==> src/rtl/assert_macros.svh <==
// Assertion macros used by the integer-to-text datapath.
`ifndef ASSERT_MACROS_SVH
`define ASSERT_MACROS_SVH

// Property checked on every rising clock edge, off while in reset.
`define SIRT_ASSERT(lbl, prop, msg) \
  lbl: assert property (@(posedge clk_i) disable iff (!rst_ni) (prop)) else $error(msg);

// Implication checked on every rising clock edge, off while in reset.
`define SIRT_ASSERT_IMP(lbl, ante, cons, msg) \
  lbl: assert property (@(posedge clk_i) disable iff (!rst_ni) (ante) |-> (cons)) \
    else $error(msg);

`endif

==> src/rtl/sirt_pkg.sv <==
// Shared constants and controller/datapath interface types for the integer-to-text unit.
package sirt_pkg;

  // Number and symbol set dimensions
  localparam int NUMBER_BITS = 32;
  localparam int MAX_SYMBOLS = 16;
  localparam int SYM_SLOTS   = 16;
  localparam int SYM_IDX_W   = 4;
  localparam int DIGIT_W     = 4;
  localparam int CNT_W       = 5;
  localparam int CHAR_W      = 8;
  localparam int SYM_VEC_W   = SYM_SLOTS * CHAR_W;

  // Digit stack holds one digit per magnitude bit at most (radix two)
  localparam int STK_DEPTH = NUMBER_BITS;
  localparam int DEPTH_W   = $clog2(STK_DEPTH + 1);
  localparam int BIT_W     = $clog2(NUMBER_BITS);

  // Configuration port
  localparam int CFG_IDX_W  = 2;
  localparam int CFG_DATA_W = 64;
  localparam logic [CFG_IDX_W-1:0] REG_SYMBOL_COUNT = 2'd0;
  localparam logic [CFG_IDX_W-1:0] REG_SYMBOLS_LOW  = 2'd1;
  localparam logic [CFG_IDX_W-1:0] REG_SYMBOLS_HIGH = 2'd2;

  // Special characters
  localparam logic [CHAR_W-1:0] CHAR_NUL   = 8'h00;
  localparam logic [CHAR_W-1:0] CHAR_PLUS  = 8'h2B;
  localparam logic [CHAR_W-1:0] CHAR_MINUS = 8'h2D;

  // Controller to datapath commands
  typedef struct packed {
    logic load;        // capture number, clear counters
    logic chk_step;    // advance symbol check index
    logic div_step;    // one restoring division bit
    logic emit_sign;   // load '-' into output register
    logic emit_digit;  // pop one digit into output register
  } sirt_cmd_t;

  // Datapath to controller status
  typedef struct packed {
    logic count_ok;    // symbol count within 2..MAX_SYMBOLS
    logic chk_bad;     // current symbol is illegal or duplicated
    logic chk_last;    // current symbol is the last one in use
    logic div_last;    // current division step is the final bit
    logic quot_zero;   // quotient after this step is zero
    logic negative;    // captured number is negative
    logic one_left;    // one digit remains on the stack
    logic out_free;    // output register can take a character
  } sirt_sts_t;

endpackage

==> src/rtl/signed_integer_to_radix_text_unit.sv <==
// Top level of the signed integer to radix text unit.
//
//  Channel   Dir  Payload                         Handshake
//  s_axis    in   tdata[31:0] = number (signed)   tvalid/tready
//  m_axis    out  tdata[7:0] = character, tlast   tvalid/tready
//  cfg       in   cfg_data_i by cfg_idx_i         cfg_we_i
//
// One number at a time: an accept, a check of the symbols in use, a full-width
// pass of the shared bit-serial divider per digit, then one character at a time
// into the output register, which may still hold a character when the next
// number is accepted. An invalid symbol set ends the number with no output.
// Reset is asynchronous, active low; output stalls hold the unit.
module signed_integer_to_radix_text_unit
  import sirt_pkg::*;
(
  input  logic                   clk_i,
  input  logic                   rst_ni,
  input  logic                   cfg_we_i,
  input  logic [CFG_IDX_W-1:0]   cfg_idx_i,
  input  logic [CFG_DATA_W-1:0]  cfg_data_i,
  input  logic                   s_axis_tvalid,
  output logic                   s_axis_tready,
  input  logic [NUMBER_BITS-1:0] s_axis_tdata,   // [31:0] number
  output logic                   m_axis_tvalid,
  input  logic                   m_axis_tready,
  output logic [CHAR_W-1:0]      m_axis_tdata,   // [7:0] character
  output logic                   m_axis_tlast
);

  sirt_cmd_t cmd;
  sirt_sts_t sts;

  sirt_ctrl u_ctrl (
    .clk_i      (clk_i),
    .rst_ni     (rst_ni),
    .in_valid_i (s_axis_tvalid),
    .in_ready_o (s_axis_tready),
    .sts_i      (sts),
    .cmd_o      (cmd)
  );

  sirt_dp u_dp (
    .clk_i       (clk_i),
    .rst_ni      (rst_ni),
    .cfg_we_i    (cfg_we_i),
    .cfg_idx_i   (cfg_idx_i),
    .cfg_data_i  (cfg_data_i),
    .number_i    (s_axis_tdata),
    .cmd_i       (cmd),
    .sts_o       (sts),
    .out_ready_i (m_axis_tready),
    .out_valid_o (m_axis_tvalid),
    .out_char_o  (m_axis_tdata),
    .out_last_o  (m_axis_tlast)
  );

endmodule

==> src/rtl/sirt_ctrl.sv <==
// Controller state machine: sequences symbol check, digit division and character output.
module sirt_ctrl
  import sirt_pkg::*;
(
  input  logic      clk_i,
  input  logic      rst_ni,
  input  logic      in_valid_i,
  output logic      in_ready_o,
  input  sirt_sts_t sts_i,
  output sirt_cmd_t cmd_o
);

  localparam logic [2:0] ST_IDLE  = 3'd0;
  localparam logic [2:0] ST_CHECK = 3'd1;
  localparam logic [2:0] ST_DIV   = 3'd2;
  localparam logic [2:0] ST_SIGN  = 3'd3;
  localparam logic [2:0] ST_DIGIT = 3'd4;

  logic [2:0] state_q, state_d;

  // Next state and commands
  always_comb begin
    state_d    = state_q;
    cmd_o      = '0;
    in_ready_o = 1'b0;
    case (state_q)
      ST_IDLE: begin
        in_ready_o = 1'b1;
        if (in_valid_i) begin
          cmd_o.load = 1'b1;
          state_d    = ST_CHECK;
        end
      end
      ST_CHECK: begin
        if (!sts_i.count_ok || sts_i.chk_bad) begin
          state_d = ST_IDLE;
        end else if (sts_i.chk_last) begin
          state_d = ST_DIV;
        end else begin
          cmd_o.chk_step = 1'b1;
        end
      end
      ST_DIV: begin
        cmd_o.div_step = 1'b1;
        if (sts_i.div_last && sts_i.quot_zero) begin
          state_d = sts_i.negative ? ST_SIGN : ST_DIGIT;
        end
      end
      ST_SIGN: begin
        if (sts_i.out_free) begin
          cmd_o.emit_sign = 1'b1;
          state_d         = ST_DIGIT;
        end
      end
      ST_DIGIT: begin
        if (sts_i.out_free) begin
          cmd_o.emit_digit = 1'b1;
          if (sts_i.one_left) begin
            state_d = ST_IDLE;
          end
        end
      end
      default: begin
        state_d = ST_IDLE;
      end
    endcase
  end

  always_ff @(posedge clk_i or negedge rst_ni) begin
    if (!rst_ni) begin
      state_q <= ST_IDLE;
    end else begin
      state_q <= state_d;
    end
  end

endmodule

==> src/rtl/sirt_dp.sv <==
// Datapath: symbol registers and check, bit-serial divider, digit stack, output register.
module sirt_dp
  import sirt_pkg::*;
(
  input  logic                   clk_i,
  input  logic                   rst_ni,
  input  logic                   cfg_we_i,
  input  logic [CFG_IDX_W-1:0]   cfg_idx_i,
  input  logic [CFG_DATA_W-1:0]  cfg_data_i,
  input  logic [NUMBER_BITS-1:0] number_i,
  input  sirt_cmd_t              cmd_i,
  output sirt_sts_t              sts_o,
  input  logic                   out_ready_i,
  output logic                   out_valid_o,
  output logic [CHAR_W-1:0]      out_char_o,
  output logic                   out_last_o
);

`include "assert_macros.svh"

  logic [CNT_W-1:0]       cnt_q;
  logic [SYM_VEC_W-1:0]   syms_q;
  logic [SYM_IDX_W-1:0]   chk_q;
  logic [CHAR_W-1:0]      cur_sym;
  logic                   dup;
  logic                   neg_q;
  logic [NUMBER_BITS-1:0] raw;
  logic [NUMBER_BITS-1:0] mag_q, mag_d;
  logic [DIGIT_W-1:0]     rem_q, rem_d;
  logic [DIGIT_W:0]       trial;
  logic                   ge;
  logic [BIT_W-1:0]       bit_q;
  logic [DIGIT_W-1:0]     stk_q [STK_DEPTH];
  logic [DEPTH_W-1:0]     depth_q;
  logic                   out_valid_q;
  logic [CHAR_W-1:0]      out_char_q;
  logic                   out_last_q;

  function automatic logic [CHAR_W-1:0] sym_at(input logic [SYM_VEC_W-1:0] syms,
                                               input logic [SYM_IDX_W-1:0] idx);
    sym_at = syms[idx*CHAR_W +: CHAR_W];
  endfunction

  // Configuration registers
  always_ff @(posedge clk_i or negedge rst_ni) begin
    if (!rst_ni) begin
      cnt_q  <= '0;
      syms_q <= '0;
    end else if (cfg_we_i) begin
      case (cfg_idx_i)
        REG_SYMBOL_COUNT: cnt_q <= cfg_data_i[CNT_W-1:0];
        REG_SYMBOLS_LOW:  syms_q[SYM_VEC_W/2-1:0] <= cfg_data_i;
        REG_SYMBOLS_HIGH: syms_q[SYM_VEC_W-1:SYM_VEC_W/2] <= cfg_data_i;
        default: ;
      endcase
    end
  end

  // Symbol check: one symbol per cycle against all later symbols in use
  always_comb begin
    cur_sym = sym_at(syms_q, chk_q);
    dup     = 1'b0;
    for (int b = 0; b < SYM_SLOTS; b++) begin
      if ((SYM_IDX_W'(b) > chk_q) && (CNT_W'(b) < cnt_q) &&
          (sym_at(syms_q, SYM_IDX_W'(b)) == cur_sym)) begin
        dup = 1'b1;
      end
    end
  end

  always_ff @(posedge clk_i or negedge rst_ni) begin
    if (!rst_ni) begin
      chk_q <= '0;
    end else if (cmd_i.load) begin
      chk_q <= '0;
    end else if (cmd_i.chk_step) begin
      chk_q <= chk_q + 1'b1;
    end
  end

  // Restoring division by the radix, one quotient bit per cycle
  assign raw   = number_i;
  assign trial = {rem_q, mag_q[NUMBER_BITS-1]};
  assign ge    = trial >= cnt_q;
  assign rem_d = ge ? DIGIT_W'(trial - cnt_q) : trial[DIGIT_W-1:0];
  assign mag_d = {mag_q[NUMBER_BITS-2:0], ge};

  always_ff @(posedge clk_i) begin
    if (cmd_i.load) begin
      neg_q <= raw[NUMBER_BITS-1];
      mag_q <= raw[NUMBER_BITS-1] ? (~raw + NUMBER_BITS'(1)) : raw;
    end else if (cmd_i.div_step) begin
      mag_q <= mag_d;
    end
  end

  always_ff @(posedge clk_i or negedge rst_ni) begin
    if (!rst_ni) begin
      bit_q <= '0;
      rem_q <= '0;
    end else if (cmd_i.load) begin
      bit_q <= '0;
      rem_q <= '0;
    end else if (cmd_i.div_step) begin
      if (sts_o.div_last) begin
        bit_q <= '0;
        rem_q <= '0;
      end else begin
        bit_q <= bit_q + 1'b1;
        rem_q <= rem_d;
      end
    end
  end

  // Digit stack: least significant digit pushed first, popped last
  always_ff @(posedge clk_i) begin
    if (cmd_i.div_step && sts_o.div_last) begin
      stk_q[0] <= rem_d;
      for (int i = 1; i < STK_DEPTH; i++) begin
        stk_q[i] <= stk_q[i-1];
      end
    end else if (cmd_i.emit_digit) begin
      for (int i = 0; i < STK_DEPTH - 1; i++) begin
        stk_q[i] <= stk_q[i+1];
      end
    end
  end

  always_ff @(posedge clk_i or negedge rst_ni) begin
    if (!rst_ni) begin
      depth_q <= '0;
    end else if (cmd_i.load) begin
      depth_q <= '0;
    end else if (cmd_i.div_step && sts_o.div_last) begin
      depth_q <= depth_q + 1'b1;
    end else if (cmd_i.emit_digit) begin
      depth_q <= depth_q - 1'b1;
    end
  end

  // Output register
  always_ff @(posedge clk_i or negedge rst_ni) begin
    if (!rst_ni) begin
      out_valid_q <= 1'b0;
    end else if (cmd_i.emit_sign || cmd_i.emit_digit) begin
      out_valid_q <= 1'b1;
    end else if (out_ready_i) begin
      out_valid_q <= 1'b0;
    end
  end

  always_ff @(posedge clk_i) begin
    if (cmd_i.emit_sign) begin
      out_char_q <= CHAR_MINUS;
      out_last_q <= 1'b0;
    end else if (cmd_i.emit_digit) begin
      out_char_q <= sym_at(syms_q, stk_q[0]);
      out_last_q <= sts_o.one_left;
    end
  end

  assign out_valid_o = out_valid_q;
  assign out_char_o  = out_char_q;
  assign out_last_o  = out_last_q;

  // Status to controller
  always_comb begin
    sts_o           = '0;
    sts_o.count_ok  = (cnt_q >= CNT_W'(2)) && (cnt_q <= CNT_W'(MAX_SYMBOLS));
    sts_o.chk_bad   = (cur_sym == CHAR_NUL) || (cur_sym == CHAR_PLUS) ||
                      (cur_sym == CHAR_MINUS) || dup;
    sts_o.chk_last  = ({1'b0, chk_q} == (cnt_q - CNT_W'(1)));
    sts_o.div_last  = (bit_q == BIT_W'(NUMBER_BITS - 1));
    sts_o.quot_zero = (mag_d == '0);
    sts_o.negative  = neg_q;
    sts_o.one_left  = (depth_q == DEPTH_W'(1));
    sts_o.out_free  = !out_valid_q || out_ready_i;
  end

  `SIRT_ASSERT(a_depth_bound, depth_q <= DEPTH_W'(STK_DEPTH), "digit stack overflow")
  `SIRT_ASSERT_IMP(a_emit_free, cmd_i.emit_sign || cmd_i.emit_digit, sts_o.out_free,
    "character emitted over a pending one")
  `SIRT_ASSERT_IMP(a_pop_nonempty, cmd_i.emit_digit, depth_q != '0, "pop from empty stack")
  `SIRT_ASSERT_IMP(a_rem_range, cmd_i.div_step, {1'b0, rem_q} < cnt_q,
    "partial remainder not below radix")

endmodule

==> config.mk <==
export PLATFORM = sky130hd
export DESIGN_NAME = signed_integer_to_radix_text_unit
export DESIGN_NICKNAME = d
export VERILOG_FILES = /design/src/rtl/sirt_pkg.sv /design/src/rtl/signed_integer_to_radix_text_unit.sv /design/src/rtl/sirt_ctrl.sv /design/src/rtl/sirt_dp.sv
export VERILOG_INCLUDE_DIRS = /design/src /design/src/rtl
export SDC_FILE = /design/constraint.sdc
export NUM_CORES = 1
export LEC_CHECK = 0
export BUFFER_PORTS_ARGS = -buffer_cell sky130_fd_sc_hd__buf_2
export CAP_MARGIN = 20
export CORE_ASPECT_RATIO = 1.25
export CORE_MARGIN = 4
export CORE_UTILIZATION = 55
export CTS_CLUSTER_DIAMETER = 150
export DETAILED_ROUTE_END_ITERATION = 6
export PLACE_DENSITY = 0.73
export SYNTH_ARGS = -nofsm -noshare
export SYNTH_HDL_FRONTEND = slang
export SYNTH_SLANG_ARGS = --single-unit
==> constraint.sdc <==
create_clock -name clk_i -period 6 [get_ports clk_i]
set_clock_uncertainty 0.2 [all_clocks]
set_input_delay 0.6 -clock clk_i [delete_from_list [all_inputs] [get_ports clk_i]]
set_output_delay 0.6 -clock clk_i [all_outputs]
set_load 0.05 [all_outputs]
# Word level (Yosys, flattened, before mapping)
# Memory sizes are Yosys's and may differ from the RTL's.
# Index checks and enable logic that the tools add are counted.
# totals
ff_bits	198
mem_bits_rw	128
input_bits	103
out_inout_bits	11
elab_cells	266
n_memories	1
# mem_list
name	depth	word_bits	rd	rd_ports_with_merged_regs	wr	line	rtl
u_dp.stk_q	32	4	32	0	32	sirt_dp.sv:33	logic [DIGIT_W-1:0] stk_q [STK_DEPTH];
# op_classes
add_sub_neg	7
magnitude_cmp	35
n_eq_ne	33
n_shift	2
mux	88
n_bitwise	32
n_reduce_logical	55
# ops
cell	n
$shiftx 128x8->8	2
$mux 4	37
$eq 8x8->1	16
$mux 32	3
$lt 4x5->1 const A	8
$logic_and 1x1->1	35
$mux 1	33
$add 32x1->32 const B	1
$gt 4x4->1 const A	8
$logic_not 32->1	1
$not 32->32	1
$or 1x1->1	31
$mux 3	8
$lt 3x5->1 const A	4
$mux 6	3
$eq 8x6->1 const B	2
$gt 3x4->1 const A	4
$mux 5	3
$pmux 3 s5	1
$lt 1x5->1 const A	2
$lt 2x5->1 const A	2
$gt 1x4->1 const A	2
$gt 2x4->1 const A	2
$logic_not 8->1	1
other kinds (28)	42

# Depth between registers and ports, before layout
# Gate-level depths: netlist of run 1.
# depth
ltp_word	25
ltp_mapped	15
depth_no_buf	12

# By module
# A second synthesis of run 1 with hierarchy kept.
# hier_totals
cells_unflattened	1688
area_unflattened_um2	18502.7
# modules_own_cells
mod	instances	cells_each	area_per_inst_um2	seq_area_each_um2
sirt_dp	1	1654	18225.0	8843.5
sirt_ctrl	1	34	277.8	75.1

# Worst setup path after synthesis of run 1
# Ideal clock, no wire load.
# synth_timing
kind	flip-flop to flip-flop
start	register u_ctrl.state_q[2]
end	register u_dp.depth_q[5]
setup_ps	73
arrival_ps	4732
required_ps	5727
slack_ps	995
path_stages_with_launch	9
n_path_buf	1
synth_period_minus_slack_ps	5005
path_cell_list	dfrtp_1 > nor2b_1 > nor2b_1 > clkbuf_1 > nand2_1 > nand2_1 > o21ai_0 > xor2_1 > nor2_1
# synth_via
elab_chain_len	5
word_cells_on_any_way	10
cone_classes	2 x eq/ne; 5 x mux; 3 x reduce/logical
# synth_rtl
element	line	rtl
from (decl)	sirt_ctrl.sv:19	logic [2:0] state_q, state_d;
from (signal assigned)	sirt_ctrl.sv:73	state_q <= state_d;
$eq 3x2->1	sirt_ctrl.sv:26	case (state_q)
$mux 1	sirt_ctrl.sv:26	
$logic_and 1x1->1	sirt_dp.sv:134	end else if (cmd_i.div_step && sts_o.div_last) begin
$mux 6	sirt_dp.sv:134	
$mux 6	sirt_dp.sv:132	end else if (cmd_i.load) begin
to (signal assigned)	sirt_dp.sv:135	depth_q <= depth_q + 1'b1;
to (signal assigned)	sirt_dp.sv:137	depth_q <= depth_q - 1'b1;
to (decl)	sirt_dp.sv:34	logic [DEPTH_W-1:0] depth_q;
# Parallel ways exist; a longest one is shown, timed or not.
# A chain may end at the register's enable or synchronous reset.

# Final worst setup path of run 1
# layout_timing
start	register u_dp.chk_q[0]
end	register u_dp.chk_q[1]
# layout_via
elab_chain_len	24
word_cells_on_any_way	96
cone_classes	1 x add/sub; 16 x order compare; 19 x eq/ne; 1 x shift; 21 x mux; 38 x reduce/logical
# layout_rtl
element	line	rtl
from (decl)	sirt_dp.sv:23	logic [SYM_IDX_W-1:0] chk_q;
from (signal assigned)	sirt_dp.sv:77	chk_q <= chk_q + 1'b1;
$shiftx 128x8->8 or $gt 1x4->1 (tied branches)	sirt_dp.sv:41, sirt_dp.sv:64	
$eq 8x8->1 or $logic_and 1x1->1 (tied branches)	sirt_dp.sv:65, sirt_dp.sv:64	
$logic_and 1x1->1	sirt_dp.sv:64	if ((SYM_IDX_W'(b) > chk_q) && (CNT_W'(b) < cnt_q) &&
$mux 1 (16 in series)	sirt_dp.sv:64	
$logic_or 1x1->1	sirt_dp.sv:171	(cur_sym == CHAR_MINUS) || dup;
$logic_or 1x1->1	sirt_ctrl.sv:35	if (!sts_i.count_ok || sts_i.chk_bad) begin
$mux 1	sirt_ctrl.sv:35	
$mux 1	sirt_ctrl.sv:26	
$reduce_bool 2->1 (no line)	--	
# Parallel ways exist; a longest one is shown, timed or not. The select of a mux whose other input is x is not followed.

==> summary.md, run 1 <==
| Metric | Value |
|---|---|
| Port Buffers | `around 110` |
| Busiest grt layer | `met2` |
| Initial antenna violation count | `0` |
| TritonCTS Sinks | `326` |
| Row cnt | `73` |
| Total GRT Usage | `25.27%` |
| Final worst slack | `between 1.5 and 2 ns` |
| CTS tree | `done` |
| Period Utilization, post-route | `between 70% and 80%` |
| Hold-fix buffers, CTS | `1` |
| Predominant post-synthesis flop cell | `edfxtp_1` |
| Max incr delay on CP | `between 0.9 and 1 ns` |
| Synth top area share | `26.82%` |
| Delay-heaviest family, CP | `compound AO/OA/AOI/OAI gates` |
| Synth-to-layout area growth | `10.15%` |
| DRC viols | `0` |
| Leakage | `8.137 nW` |
| Post-route ant nets | `0` |
| Crit path kind | `flop to flop` |
| Hold/Removal Path Class | `input port to flop` |
| Routed length per placed instance | `21.25 um` |
| Layout cell share with drive strength beyond 1 | `between 20 and 25%` |
| Pwr dens | `444.9 mW/mm^2` |
| Yosys reg bits | `approximately 330` |
| CP Data Required Time | `roughly 6.3 ns` |
| First-pass GRT wire length | `72.14 mm` |
| Synth cell types | `between 60 and 70` |
| Syn avg cell area | `10.97 sq um` |
| Largest net degree at the start of global routing | `around 110` |
| Final TNS setup | `0 ns` |
| Net Count, Synth | `around 1,800` |
| DIE AREA | `~0.036 sq mm` |
| Slowest cell on crit path | `dfrtp_2` |
| Initial Util | `56.23%` |
| Slew headroom | `29.88%` |
| Die Y | `roughly 210 um` |
| Met2 Usage GRT | `43.64%` |
| Setup crit end kind | `flop` |
| Number of max-cap violations | `0` |
| WHS | `0.06915 ns` |
| Startpoint Class | `flop` |
| CTS buffer count | `31` |
| Root Buffer | `clkbuf_16` |
| GRT met3 Usage | `~3.5%` |
| Dpl ws | `around 1.6 ns` |
| Mapped Cells | `1,644` |
| Met1 Track Usage GR | `32.58%` |
| TritonRoute pass-1 iters | `5` |
| CTS clk-pin slew, worst paths | `~0.070 ns` |
| Total global routing overflow | `0` |
| Die Wd | `about 170 um` |
| Status | `finished clean` |
| Core Util, Final | `around 62%` |
| Synth area leaders | `edfxtp_1 27%, dfrtp_1 22%, nand2_1 9.5%, mux2_2 8.0%, mux4_2 6.7%` |
| Skew-Pair Late Insertion Delay | `0.57 ns` |
| Final-report setup violation count | `0` |
| Yosys warning count | `0` |
| Routability cong. | `just under 1` |
| Synth area leader | `edfxtp_1` |
| DRT Wirelength | `45.80 mm` |
| Ys async rst share | `a little under half` |
| Tmin final | `4.480 ns` |
| Vias | `12,884` |
| Fmax | `between 0.2 and 0.25 GHz` |
| Setup Fix Bufs, Post-CTS | `0` |
| VDD IR-drop max | `0.3379 mV` |
| Endpoints failing hold | `0` |
| CP Cell Sequence | `mux4_2, nor2b_1, a211oi_2, buf_4, xnor2_1, a2111oi_0, nand3_1, nand4_1, nor3_2, nand2_2, mux2_1` |
| CP bufs+invs | `1` |
| Detail Placement HPWL | `32.98 mm` |
| Slew @ Worst Pin | `1.050 ns` |
| Pins Over Slew Limit | `0` |
| Via density | `~6.0` |
| Crit Path Max Fanout | `31` |
| CTS max path bufs | `3` |
| RSZ-0062 raised after global routing | `false` |
| Initial DRC count | `slightly above 900` |
| # diodes | `0` |
| Core Area | `0.03206 sq mm` |
| Number of global-route vias before repair | `13,091` |
| Mapped cell area | `roughly 0.018 sq mm` |
| Number of synthesized flops with an enable pin | `161` |
| H-tree levels | `1` |
| # IOs | `114` |
| CTS resizes | `0` |
| Filler cell count | `between 2,000 and 3,000` |
| Post-layout nets | `1,839` |
| Sequential fraction of the synthesis area | `49.47%` |
| Worst Path Arrival | `approximately 4.7 ns` |
==> cell type report <==
type,instances,area (sq um),area share [%]
clock buffers,43,885.9,4.461
flip-flops and latches,326,8920,44.92
repair buffers,137,787.0,3.963
inverters,24,90.09,0.4537
well taps,412,515.5,2.596
multi-input cells,1198,8577,43.19
clock inverters,15,82.58,0.4159
==> power breakdown <==
group          internal [mW]  switching, mW  leakage, nW
clock network           1.03          0.842        0.484
registers               3.00          0.540         3.43
logic                   1.41           2.02         4.22
total                   5.44           3.40         8.14
==> cell families after synthesis <==
logic type | count (synthesis) | share of synthesized area [%]
and+or+nand+nor | 637 | 15.02
DFF | 326 | 49.47
muxes | 229 | 17.43
xor gates and xnor gates | 158 | 7.676
AOI/OAI and AO/OA | 156 | 5.997
buffers and inverters | 120 | 3.116
adders and majority gates | 18 | 1.291
==> flip-flops by register name (all words and copies together) (netlist names) <==
register / cells
u_dp.stk_q: 128
u_dp.syms_q: 128
u_dp.mag_q: 32
u_dp.out_char_o: 8
u_dp.depth_q: 6
u_dp.bit_q: 5
u_dp.cnt_q: 5
u_dp.chk_q: 4
u_dp.rem_q: 4
u_ctrl.state_q: 3
u_dp.neg_q: 1
u_dp.out_last_o: 1
u_dp.out_valid_o: 1
==> Yosys cell counts (all sizes together) (3+ instances only) <==
| cell type | instances |
|---|---|
| nand2 | 457 |
| edfxtp | 161 |
| dfrtp | 156 |
| mux2 | 129 |
| xor2 | 90 |
| o21ai | 68 |
| xnor2 | 68 |
| clkbuf | 61 |
| mux4 | 54 |
| mux2i | 46 |
| nor2 | 42 |
| buf | 35 |
| nor3 | 27 |
| nand3 | 24 |
| nor4 | 24 |
| inv | 23 |
| a21oi | 21 |
| ha | 17 |
| nand4 | 16 |
| o221ai | 14 |
| nor2b | 11 |
| o31ai | 10 |
| dfxtp | 9 |
| or3 | 9 |
| nand2b | 6 |
| or4 | 6 |
| a31oi | 5 |
| a2111oi | 4 |
| o2bb2ai | 4 |
| o41ai | 4 |
| a211oi | 3 |
| a22o | 3 |
| a22oi | 3 |
| nand3b | 3 |
| o22ai | 3 |
| or2 | 3 |
==> routing by layer <==
metal / share of wire (%) / vias to the layer above
li1: - / 5972
met1: 41 / 6451
met2: 51 / 356
met3: 4.5 / 105
met4: 3.9 / 0
met5: 0 / -
==> final timing paths <==
path	to	slack, ns	cells past startpoint	from
worst max-delay path	u_dp.chk_q[1]	1.52	11	u_dp.chk_q[0]
worst min-delay path	u_dp.syms_q[103]	0.07	2	cfg_data_i[39]
worst max register to register	u_dp.chk_q[1]	1.52	11	u_dp.chk_q[0]
worst min register to register	u_dp.stk_q[1][63]	0.26	0	u_dp.stk_q[1][59]
max in group asynchronous	u_dp.chk_q[0]	3.88	3	rst_ni
min in group asynchronous	u_dp.syms_q[51]	0.49	2	rst_ni
==> cells in the final DEF (no fill, tap or decap), drive strengths merged, types with 4 or more instances in the layout <==
cell     instances
nor2            42
o21ai           68
nor3            27
clkbuf          43
nand4           16
buf            136
nand2b           6
nor2b           11
inv             26
dfrtp          156
nor4            24
a21oi           21
o31ai           10
xnor2           68
clkinv          12
a2111oi          4
edfxtp         161
or4              6
o41ai            4
nand3           24
mux2           129
a31oi            5
nand2          457
or3              9
o221ai          14
xor2            90
mux2i           46
ha              17
o2bb2ai          4
mux4            54
dfxtp            9
==> per-stage QoR <==
step	std cells	power [mW]	area, sq um
2_1_floorplan	1644	6.015	18030
3_3_place_gp	2095	6.878	18850
3_5_place_dp	2096	6.964	18880
4_1_cts	2155	8.861	19860
5_1_grt	2155	9.321	19860
6_report	2155	8.836	19860
(Power assumes the default switching activity.)
==> run 2: changes to the inputs <==
- PLACE_DENSITY: 0.73 -> 0.76
- clock period: 6 -> 4.1 ns (I/O delays scaled with it)
==> summary.md, run 2 (synthesis gave the netlist of run 1 again) <==
| Metric | Value |
|---|---|
| Filler cell count | `~2,400` |
| DIE AREA | `0.03576 sq mm` |
| Final TNS setup | `0 ns` |
| Regs by FF count | `u_dp.stk_q x128, u_dp.syms_q x128, u_dp.mag_q x32` |
| Detail Placement HPWL | `33.17 mm` |
| Worst Setup SP | `u_dp.chk_q[0]` |
| First-pass GRT wire length | `73.89 mm` |
| Design area | `0.02087 sq mm` |
| Synth-to-layout area growth | `15.74%` |
| Worst Path Arrival | `4.04 ns` |
| CTS tree | `done` |
| Routability cong. | `roughly 0.99` |
| # IOs | `114` |
| Crit path kind | `flop to flop` |
| Startpoint Class | `flop` |
| Post-layout nets | `1,925` |
| Initial DRC count | `1,038` |
| Leakage | `~8.6 nW` |
| Initial antenna violation count | `1` |
| TritonCTS Sinks | `326` |
| Largest net degree at the start of global routing | `85` |
| Slew headroom | `42.65%` |
| Commonest non-fill, non-tap cell in the layout | `nand2_1` |
| Non-Filler Instances | `2,240` |
| CP bufs+invs | `2` |
| Worst flop-to-flop path startpoint | `u_dp.chk_q[0]` |
| Skew-Pair Late Insertion Delay | `~0.56 ns` |
| Number of max-cap violations | `0` |
| Layout cell share with drive strength beyond 1 | `22.55%` |
| Total GRT Usage | `25.95%` |
| Total global routing overflow | `0` |
| Number of global-route vias before repair | `between 10,000 and 15,000` |
| CTS max path bufs | `3` |
| Post-route ant nets | `0` |
| Cells after DPL | `2,116` |
| VDD IR-drop max | `0.5454 mV` |
| Vias | `13,178` |
| Core Area | `0.03206 sq mm` |
| CP most frequent cell | `buf_12` |
| Die Y | `210.4 um` |
| Slowest cell on crit path | `mux4_2` |
| DRT Wirelength | `46.43 mm` |
| Switching share of total power | `between 30% and 40%` |
| CTS buffer count | `31` |
| Pwr dens | `642.2 mW/mm^2` |
| CTS clk-pin slew, worst paths | `0.07 ns` |
| Root Buffer | `clkbuf_16` |
| Logic pwr share | `between 30% and 40%` |
| RSZ-0062 raised after global routing | `false` |
| Hold/Removal Path Class | `input port to flop` |
| Setup crit end kind | `flop` |
| Period Utilization, post-route | `92.45%` |
| Pins Over Slew Limit | `0` |
| Via density | `roughly 5.9` |
| Slew @ Worst Pin | `~0.86 ns` |
| Initial Util | `56.23%` |
| Delay-heaviest family, CP | `multiplexers` |
| Port Buffers | `113` |
| Commonest non-fill, non-tap cells in the layout | `453 x nand2_1, 161 x edfxtp_1, 154 x dfrtp_1, 128 x mux2_2, 112 x buf_2` |
| Routed length per placed instance | `~21 um` |
| Clock Power Share | `22.2%` |
| Crit Path Max Fanout | `27` |
| Status | `finished clean` |
| Fmax | `0.2638 GHz` |
| Hold Path Origin | `s_axis_tdata[4]` |
| CP Data Required Time | `approximately 4.4 ns` |
| Endpoints failing hold | `0` |
| TritonRoute pass-1 iters | `5` |
| Final-report setup violation count | `0` |
| Max incr delay on CP | `0.53 ns` |
| Flop pwr share | `38.3%` |
| Row cnt | `73` |
| DRC viols | `0` |
| WHS | `0.04712 ns` |
| Dpl ws | `0.1876 ns` |
| Die Wd | `approximately 170 um` |
| Setup Fix Bufs, Post-CTS | `0` |
| H-tree levels | `1` |
| Tmin final | `3.791 ns` |
| Internal | `between 8 and 9 mW` |
| Placement Cell Area | `0.01913 sq mm` |
| CP Cell Sequence | `buf_12, mux4_2, nor2b_1, a211oi_2, buf_12, xnor2_1, nor4_1, nand4_1, nand4b_1, a311oi_2, nand2_2, mux2_1` |
| Final worst slack | `between 0.3 and 0.4 ns` |
| Net Switching | `4.963 mW` |
==> run 2: cell types whose count changed in the layout (fill, tap and decap cells not counted), moves of 2 or more <==
cell,delta
dlygate4sd3_1,+64
clkbuf_1,-3
buf_12,+9
bufinv_16,+4
inv_6,-2
buf_4,+12
==> run 2: metal layers <==
layer / track usage, % / vias to the layer above / wire (um)
met1: 31.22 / 6539 / 17590
met4: 11.98 / 0 / 2433
li1: - / 6128 / -
met2: 46.53 / 391 / 24430
met3: 3.058 / 120 / 1979
met5: 0 / - / 0
==> run 2: timing repair <==
action                                  4_1_cts  5_1_grt
hold buffers                                 65        0
resized for setup                             0        1
hold endpoints to repair                    215        0
endpoints found under the setup margin        0        1
==> run 2: per-stage QoR <==
step | total power [mW] | util, %
after floorplan | 8.788 | -
after global placement | 10.28 | 59.66
after detailed placement | 10.38 | 59.66
after CTS | 13.43 | 65.00
after global routing | 14.10 | 65.07
final | 13.40 | 65.08
==> run 2: cell type report <==
class	count	area (sq um)	share of cell area [%]
antenna	1	2.502	0.01199
clock buffer	40	885.9	4.246
clock inverter	16	175.2	0.8395
inverter	24	90.09	0.4318
multi-input combinational	1198	8582	41.13
sequential	326	8921	42.76
tap	412	515.5	2.471
timing repair buffer	223	1693	8.113
==> run 2: path summary, 6_finish.rpt <==
kind / endpoint / slack (ns) / cells after the start
min in group asynchronous: u_dp.syms_q[101] / 0.27 / 2
worst max register to register: u_dp.chk_q[1] / 0.31 / 12
worst min-delay path: u_dp.mag_q[4] / 0.05 / 3
worst max-delay path: u_dp.chk_q[1] / 0.31 / 12
worst min register to register: u_dp.stk_q[1][63] / 0.26 / 0
max in group asynchronous: u_dp.syms_q[70] / 2.57 / 3
==> run 2: power by group through the flow <==
| stage | combinational, mW | sequential, mW | clock [mW] |
|---|---|---|---|
| after floorplan | 3.77 | 5.02 | 0 |
| after global placement | 5.15 | 5.13 | 0 |
| after CTS | 5.29 | 5.11 | 3.02 |
| after detailed placement | 5.21 | 5.17 | 0 |
| after global routing | 5.74 | 5.21 | 3.15 |
| final | 5.29 | 5.13 | 2.98 |
==> run 2: worst register-to-register path, cell delays in order (launching register included) <==
cell	delay (ns)
dfrtp_2	0.51
buf_12	0.25
mux4_2	0.54
nor2b_1	0.16
a211oi_2	0.33
buf_12	0.22
xnor2_1	0.15
nor4_1	0.07
nand4_1	0.15
nand4b_1	0.18
a311oi_2	0.42
nand2_2	0.16
mux2_1	0.35
